[config.mk]
export PLATFORM = sky130hd
export DESIGN_NAME = lpht_reduce
export DESIGN_NICKNAME = d
export VERILOG_FILES = /design/src/sv/lpht_pkg.sv /design/src/sv/lpht_reduce.sv
export SDC_FILE = /design/constraint.sdc
export NUM_CORES = 1
export LEC_CHECK = 0
export BUFFER_PORTS_ARGS = -buffer_cell sky130_fd_sc_hd__buf_2
export CORE_MARGIN = 4
export CORE_UTILIZATION = 50
export CTS_CLUSTER_SIZE = 28
export DETAILED_ROUTE_END_ITERATION = 8
export PLACE_DENSITY = 0.79
export SYNTH_ARGS = -nofsm -noshare
export SYNTH_HDL_FRONTEND = slang
export SYNTH_SLANG_ARGS = --single-unit
[constraint.sdc]
create_clock -name clk -period 1.9 [get_ports clk]
set_input_delay 0.38 -clock clk [delete_from_list [all_inputs] [get_ports clk]]
set_output_delay 0.38 -clock clk [all_outputs]
set_load 0.02 [all_outputs]
[src/sv/lpht_pkg.sv]
// Shared constants and types for the linear probing hash table.
`default_nettype none
package lpht_pkg;
	localparam int DEF_SLOTS = 1024;
	localparam int KEY_W = 64;
	localparam int VAL_W = 64;
	localparam int CNT_OUT_W = 11;
	localparam logic [CNT_OUT_W-1:0] MAX_RESET = 11'd768;

	localparam logic [2:0] KIND_GET = 3'd0;
	localparam logic [2:0] KIND_SET = 3'd1;
	localparam logic [2:0] KIND_POP = 3'd2;
	localparam logic [2:0] KIND_SETDEF = 3'd3;
	localparam logic [2:0] KIND_CLEAR = 3'd4;
	localparam logic [2:0] KIND_POPITEM = 3'd5;

	localparam logic [1:0] ST_EMPTY = 2'd0;
	localparam logic [1:0] ST_USED = 2'd1;
	localparam logic [1:0] ST_TOMB = 2'd2;

	typedef struct packed {
		logic st;
		logic key;
		logic val;
	} wr_en_t;
endpackage
`default_nettype wire

[src/sv/lpht_reduce.sv]
// Reduction of a 64-bit key modulo the slot count by reciprocal multiplication.
`default_nettype none
module lpht_reduce #(
	parameter int SLOTS = lpht_pkg::DEF_SLOTS
) (
	input  wire logic                     clk,
	input  wire logic                     arst_n,
	input  wire logic                     start,
	input  wire logic [63:0]              key,
	output logic                          done,
	output logic [$clog2(SLOTS)-1:0]      rem
);
	localparam int IW = $clog2(SLOTS);
	localparam logic [31:0] MOD = 32'(SLOTS);
	localparam logic [31:0] RCP = 32'((64'd1 << 32) / 64'(SLOTS));

	localparam logic [1:0] P_MUL = 2'd0;
	localparam logic [1:0] P_SUB = 2'd1;
	localparam logic [1:0] P_FIX = 2'd2;

	logic          busy_q;
	logic          done_q;
	logic [1:0]    phase_q;
	logic [1:0]    dig_q;
	logic [63:0]   sh_q;
	logic [31:0]   r_q;
	logic [31:0]   q_q;
	logic [31:0]   part;
	logic [31:0]   mul_a;
	logic [31:0]   mul_b;
	logic [63:0]   prod;

	// partial remainder followed by the next 16 key bits
	assign part = {r_q[15:0], sh_q[63:48]};
	assign mul_a = (phase_q == P_MUL) ? part : q_q;
	assign mul_b = (phase_q == P_MUL) ? RCP : MOD;
	assign prod = mul_a * mul_b;

	always_ff @(posedge clk or negedge arst_n) begin
		if (!arst_n) begin
			busy_q <= 1'b0;
			done_q <= 1'b0;
			phase_q <= P_MUL;
			dig_q <= '0;
		end else begin
			done_q <= 1'b0;
			if (start) begin
				busy_q <= 1'b1;
				phase_q <= P_MUL;
				dig_q <= '0;
			end else if (busy_q) begin
				case (phase_q)
					P_MUL: phase_q <= P_SUB;
					P_SUB: phase_q <= P_FIX;
					default: begin
						phase_q <= P_MUL;
						dig_q <= dig_q + 2'd1;
						if (dig_q == 2'd3) begin
							busy_q <= 1'b0;
							done_q <= 1'b1;
						end
					end
				endcase
			end
		end
	end

	// estimate falls short by at most one, so one conditional subtract corrects it
	always_ff @(posedge clk) begin
		if (start) begin
			sh_q <= key;
			r_q <= '0;
		end else if (busy_q) begin
			case (phase_q)
				P_MUL: q_q <= prod[63:32];
				P_SUB: r_q <= part - prod[31:0];
				default: begin
					r_q <= (r_q >= MOD) ? r_q - MOD : r_q;
					sh_q <= {sh_q[47:0], 16'd0};
				end
			endcase
		end
	end

	assign done = done_q;
	assign rem = r_q[IW-1:0];
endmodule
`default_nettype wire

Word-level counts from Yosys, hierarchy flattened:

Cells that the tools add are included.

* $add $sub $neg: 3
* multipliers: 1
* div/mod/pow operators: 0
* magnitude comparators: 1
* equal/unequal tests: 3
* shifts and indexed selects: 0
* mux-type cells: 21
* bitwise logic cells: 2
* reductions and logical operators: 7

Operators with widths (count)
* 2-to-1 mux 64 bit: 3
* 2-to-1 mux 32 bit: 2
* one-hot mux 32 bit (2 select lines): 1
* multiplier 32 x 23 -> 55 bit: 1
* greater-or-equal comparator 32 x 11 -> 1 bit, second input constant: 1
* subtractor 32 x 11 -> 32 bit, second input constant: 1
* subtractor 32 bit: 1
* 2-to-1 mux 23 bit: 1
* 2-to-1 mux 2 bit: 5
* 2-to-1 mux 1 bit: 8
* AND reduction 3 bit: 2
* one-hot mux 2 bit (2 select lines): 1
* nonzero test 2 bit: 2
* adder 2 x 1 -> 2 bit, second input constant: 1
* equality test 2 x 1 -> 1 bit, second input constant: 1
* equality test 2 bit, second input constant: 1
* zero test 2 bit: 1
* != test 2 x 1 -> 1 bit, second input constant: 1
* inverter 1 bit: 2
* AND reduction 2 bit: 1
* OR reduction 2 bit: 1

* register bits: 134
* latch bits: 0
* RAM bits: 0
* memory bits (read-only): 0
* input port bits: 67
* logic and storage cells: 45
* memories kept: 0

Longest topological paths before layout:

* word-level depth: 5
* mapped depth: 4
* mapped depth without buffers: 3

Least setup slack after synthesis:

Ideal clock, no wire load.

* path kind: input to register
* start: input start
* end: register sh_q[0] (enable)
* setup time: 0.396 ns
* arrival time: 1.603 ns
* required time: 1.504 ns
* path slack: -0.099 ns
* stages on the path: 3
* path buffers: 2
* path through: buf_2 buf_2 a21o_1

* longest elaborated chain between the ends: 2
* elaborated cells between the ends (all ways): 3

Ends and longest elaborated chain
* from (decl): RTL line lpht_reduce.sv:8 `input wire logic start,`
* != test 2 x 1 -> 1 bit (no line) or nonzero test 2 bit (tied branches)
* AND reduction 2 bit (no line) *
* to (signal assigned): RTL line lpht_reduce.sv:71 `sh_q <= key;`
* to (signal assigned): RTL line lpht_reduce.sv:79 `sh_q <= {sh_q[47:0], 16'd0};`
* to (decl): RTL line lpht_reduce.sv:25 `logic [63:0] sh_q;`

Every way passes the cells marked *; elsewhere a longest branch is shown, timed or not.
A chain may end at the register's enable or synchronous reset.

Final worst setup path:

* start: register busy_q
* end: register sh_q[24] (enable)

* longest elaborated chain between the ends: 2

Ends and longest elaborated chain
* from (decl): RTL line lpht_reduce.sv:21 `logic busy_q;`
* from (signal assigned): RTL line lpht_reduce.sv:41 `busy_q <= 1'b0;`
* from (signal assigned): RTL line lpht_reduce.sv:48 `busy_q <= 1'b1;`
* from (signal assigned): RTL line lpht_reduce.sv:59 `busy_q <= 1'b0;`
* nonzero test 2 bit (no line)
* AND reduction 2 bit (no line)

No other way between the ends.

==> out/qor.txt <==
RSZ-0062 raised after global routing: no
Fmax: 764 MHz
starting density of the core: 53.1%
leading area contributor after synthesis: edfxtp_1
Worst Hold Class: in -> reg
worst slew pin tran: 363 ps
H-tree depth: 2
Final period util: 68.9%
core area: 4470 sq um
cell count after synthesis: 153
FF-to-FF Start: busy_q$_DFF_PN0_
GR Util met3: 5.50%
clk sinks: 56
I/O pin count: 78
Skew-Pair Late Insertion Delay: 310 ps
clock-pin slew on the worst setup and hold paths: 100 ps
largest family of logic cells by synthesized area: multiplexers
Yosys top cell area share: 50.6%
Die ar.: 5920 sq um
GRT busiest layer: met2
sequential area share after synthesis: 65.3%
LEAKAGE: 0.00115 uW
Vias/cell: 5.09
met2 Track Usage GR: 23.2%
M1 GR Usage: 15.1%
setup TNS: 0 ps
I/O Buffers: 53
Worst Skew: 3.41 ps
Root Driver: clkbuf_8
max-slew violations: 0
hold worst-path end: sh_q[7]$_SDFFCE_PN0P_
r2r endpoint: sh_q[24]$_DFFE_PP_
first-pass GRT wire length: 6350 um
fraction of layout instances using a drive strength above 1: 47.6%
synth cell count leaders: edfxtp_1 (40), mux2_2 (30), nand2b_1 (21)
share of synthesized registers carrying an async set or reset: 10.7%
Setup Buffers After CTS: 0
clock buffer depth: 2
number of enable flip-flop cells after synthesis: 40
#FFs+latches synth: 56
Syn Nets: 221
number of global-route vias before repair: 1420
Ant. Diodes: 0
VDD IR max: 579 uV
critical path peak fanout: 36
mux share of post-synthesis cell area: 18.4%
P&R area growth vs syn: 18.8%
XOR/XNOR Fraction of Synth Area: 0%
Die Span X: 76.9 um
drc violations: 0
Distinct cells, synth: 23
CP startpoint kind: flip-flop
Slew HR: 75.8%
die height: 76.9 um
wire per inst: 14.9 um
Critical Path RT: 1910 ps
status: finished, final reports clean
CP Capture Type: flip-flop
dominant synthesized flop cell: edfxtp_1
FF-to-FF setup slack: 590 ps
Mapped Avg Cell Area: 15.5 sq um
Tot GR Track Use: 13.7%
Hold Path Origin: key[7]
Post-Syn Area: 2380 sq um
largest net degree at the start of global routing: 37
synth top area cells: edfxtp_1 (51%), mux2_2 (14%), dfxtp_1 (8.4%), dfrtp_1 (6.3%), nand2b_1 (5.5%)
PwrDens: 898 nW/um^2
WP data arrival: 1320 ps
setup violators final: 0
Final min period: 1310 ps
gpl congestion: 0.781
CTS buffer count: 5
CTS tree: done
row count: 24
Pre-Repair DR Iteration Count: 4
initial antenna violation count: 0
Post-Synth Simple-Gate Area: 10.2%
adder-cell share of the synthesized area: 0.527%
WS Path Type: reg -> reg
post-CTS resize count: 0
Iter 0 DRT Violations: 61
fin nets: 277
hold path cells: 2
vias: 1333
Core Util, Final: 63.1%
Max Cap Viol: 0
yosys warns: 0
total wire length: 3890 um
number of antenna-violating nets in the routed design: 0
Final Hold Fails: 0
PnR Total Power: 2540 uW
HPWL after DPL: 2850 um
final global-route overflow total: 0
complex-gate fraction of the synthesized area: 2.53%
r2r worst-path depth: 2
worst hold margin: 350 ps
hold-fix buffers at CTS: 1
most numerous cell in the Yosys netlist: edfxtp_1
-- sequential cells by signal, summed over array words and instances (netlist names) --
signal,cells
done,1
r_q,10
dig_q,2
phase_q,2
sh_q,40
busy_q,1
-- worst max path at each step --
stage	startpoint	to	slack, ps	cells past startpoint
floorplan	start	sh_q[0]$_SDFFCE_PN0P_	240	3
global placement	start	sh_q[40]$_DFFE_PP_	360	3
detailed placement	start	sh_q[22]$_DFFE_PP_	320	3
CTS	busy_q$_DFF_PN0_	sh_q[35]$_DFFE_PP_	590	2
global route	busy_q$_DFF_PN0_	sh_q[9]$_SDFFCE_PN0P_	510	2
finish	busy_q$_DFF_PN0_	sh_q[24]$_DFFE_PP_	590	2
-- cell type report --
type,count,area [sq um]
multi-input cells,87,753
fillers,311,1650
well taps,52,65.1
repair buffers,59,338
clock buffers,5,68.8
flip-flops and latches,56,1550
clock inverters,3,46.3
-- report_power, final --
group | total (uW) | switching (uW) | internal [uW]
clock | 780 | 383 | 397
sequential | 1470 | 33.5 | 1430
combinational | 289 | 135 | 154
total | 2540 | 551 | 1990
-- kinds of logic after synthesis --
family | after synthesis
flops | 56
mux | 40
simple gates | 38
buf+inv | 10
compound gates | 8
fa+ha+maj | 1
-- worst max-delay path, stage by stage (launching register included) --
cell	delay (ps)
dfrtp_1	510
a21o_2	260
buf_12	230
-- stage by stage --
| step | std cells | setup WS [ps] | cell area [sq um] |
|---|---|---|---|
| after global placement | 253 | 358 | 2700 |
| final | 262 | 590 | 2820 |
| after CTS | 262 | 586 | 2820 |
| after global routing | 262 | 509 | 2820 |
| after floorplan | 153 | 239 | 2380 |
| after detailed placement | 253 | 318 | 2700 |
-- cell usage in the layout, fill, tap and decap left out --
master,count
buf_2,53
nor3b_1,1
mux2i_1,10
a21bo_2,2
or3b_1,1
nand3b_1,1
dfrtp_1,6
mux2_2,30
edfxtp_1,40
a21o_1,1
nand2_1,1
a21oi_1,3
o21ba_2,1
buf_12,2
ha_1,1
bufinv_16,1
dfxtp_1,10
clkbuf_8,5
clkinvlp_4,1
nor2b_1,1
buf_4,3
inv_6,1
a21o_2,1
and3b_1,1
nand3_1,1
nand2b_1,21
dlygate4sd3_1,1
and2_1,10
-- per-layer routing --
metal	share of wire (%)	wire [um]	up-vias
li1	-	-	658
met1	41	1580	620
met2	48	1890	48
met3	9.3	362	7
met4	1.7	67	0
met5	0	0	-
No activity file was read; power rests on OpenSTA's default activity.
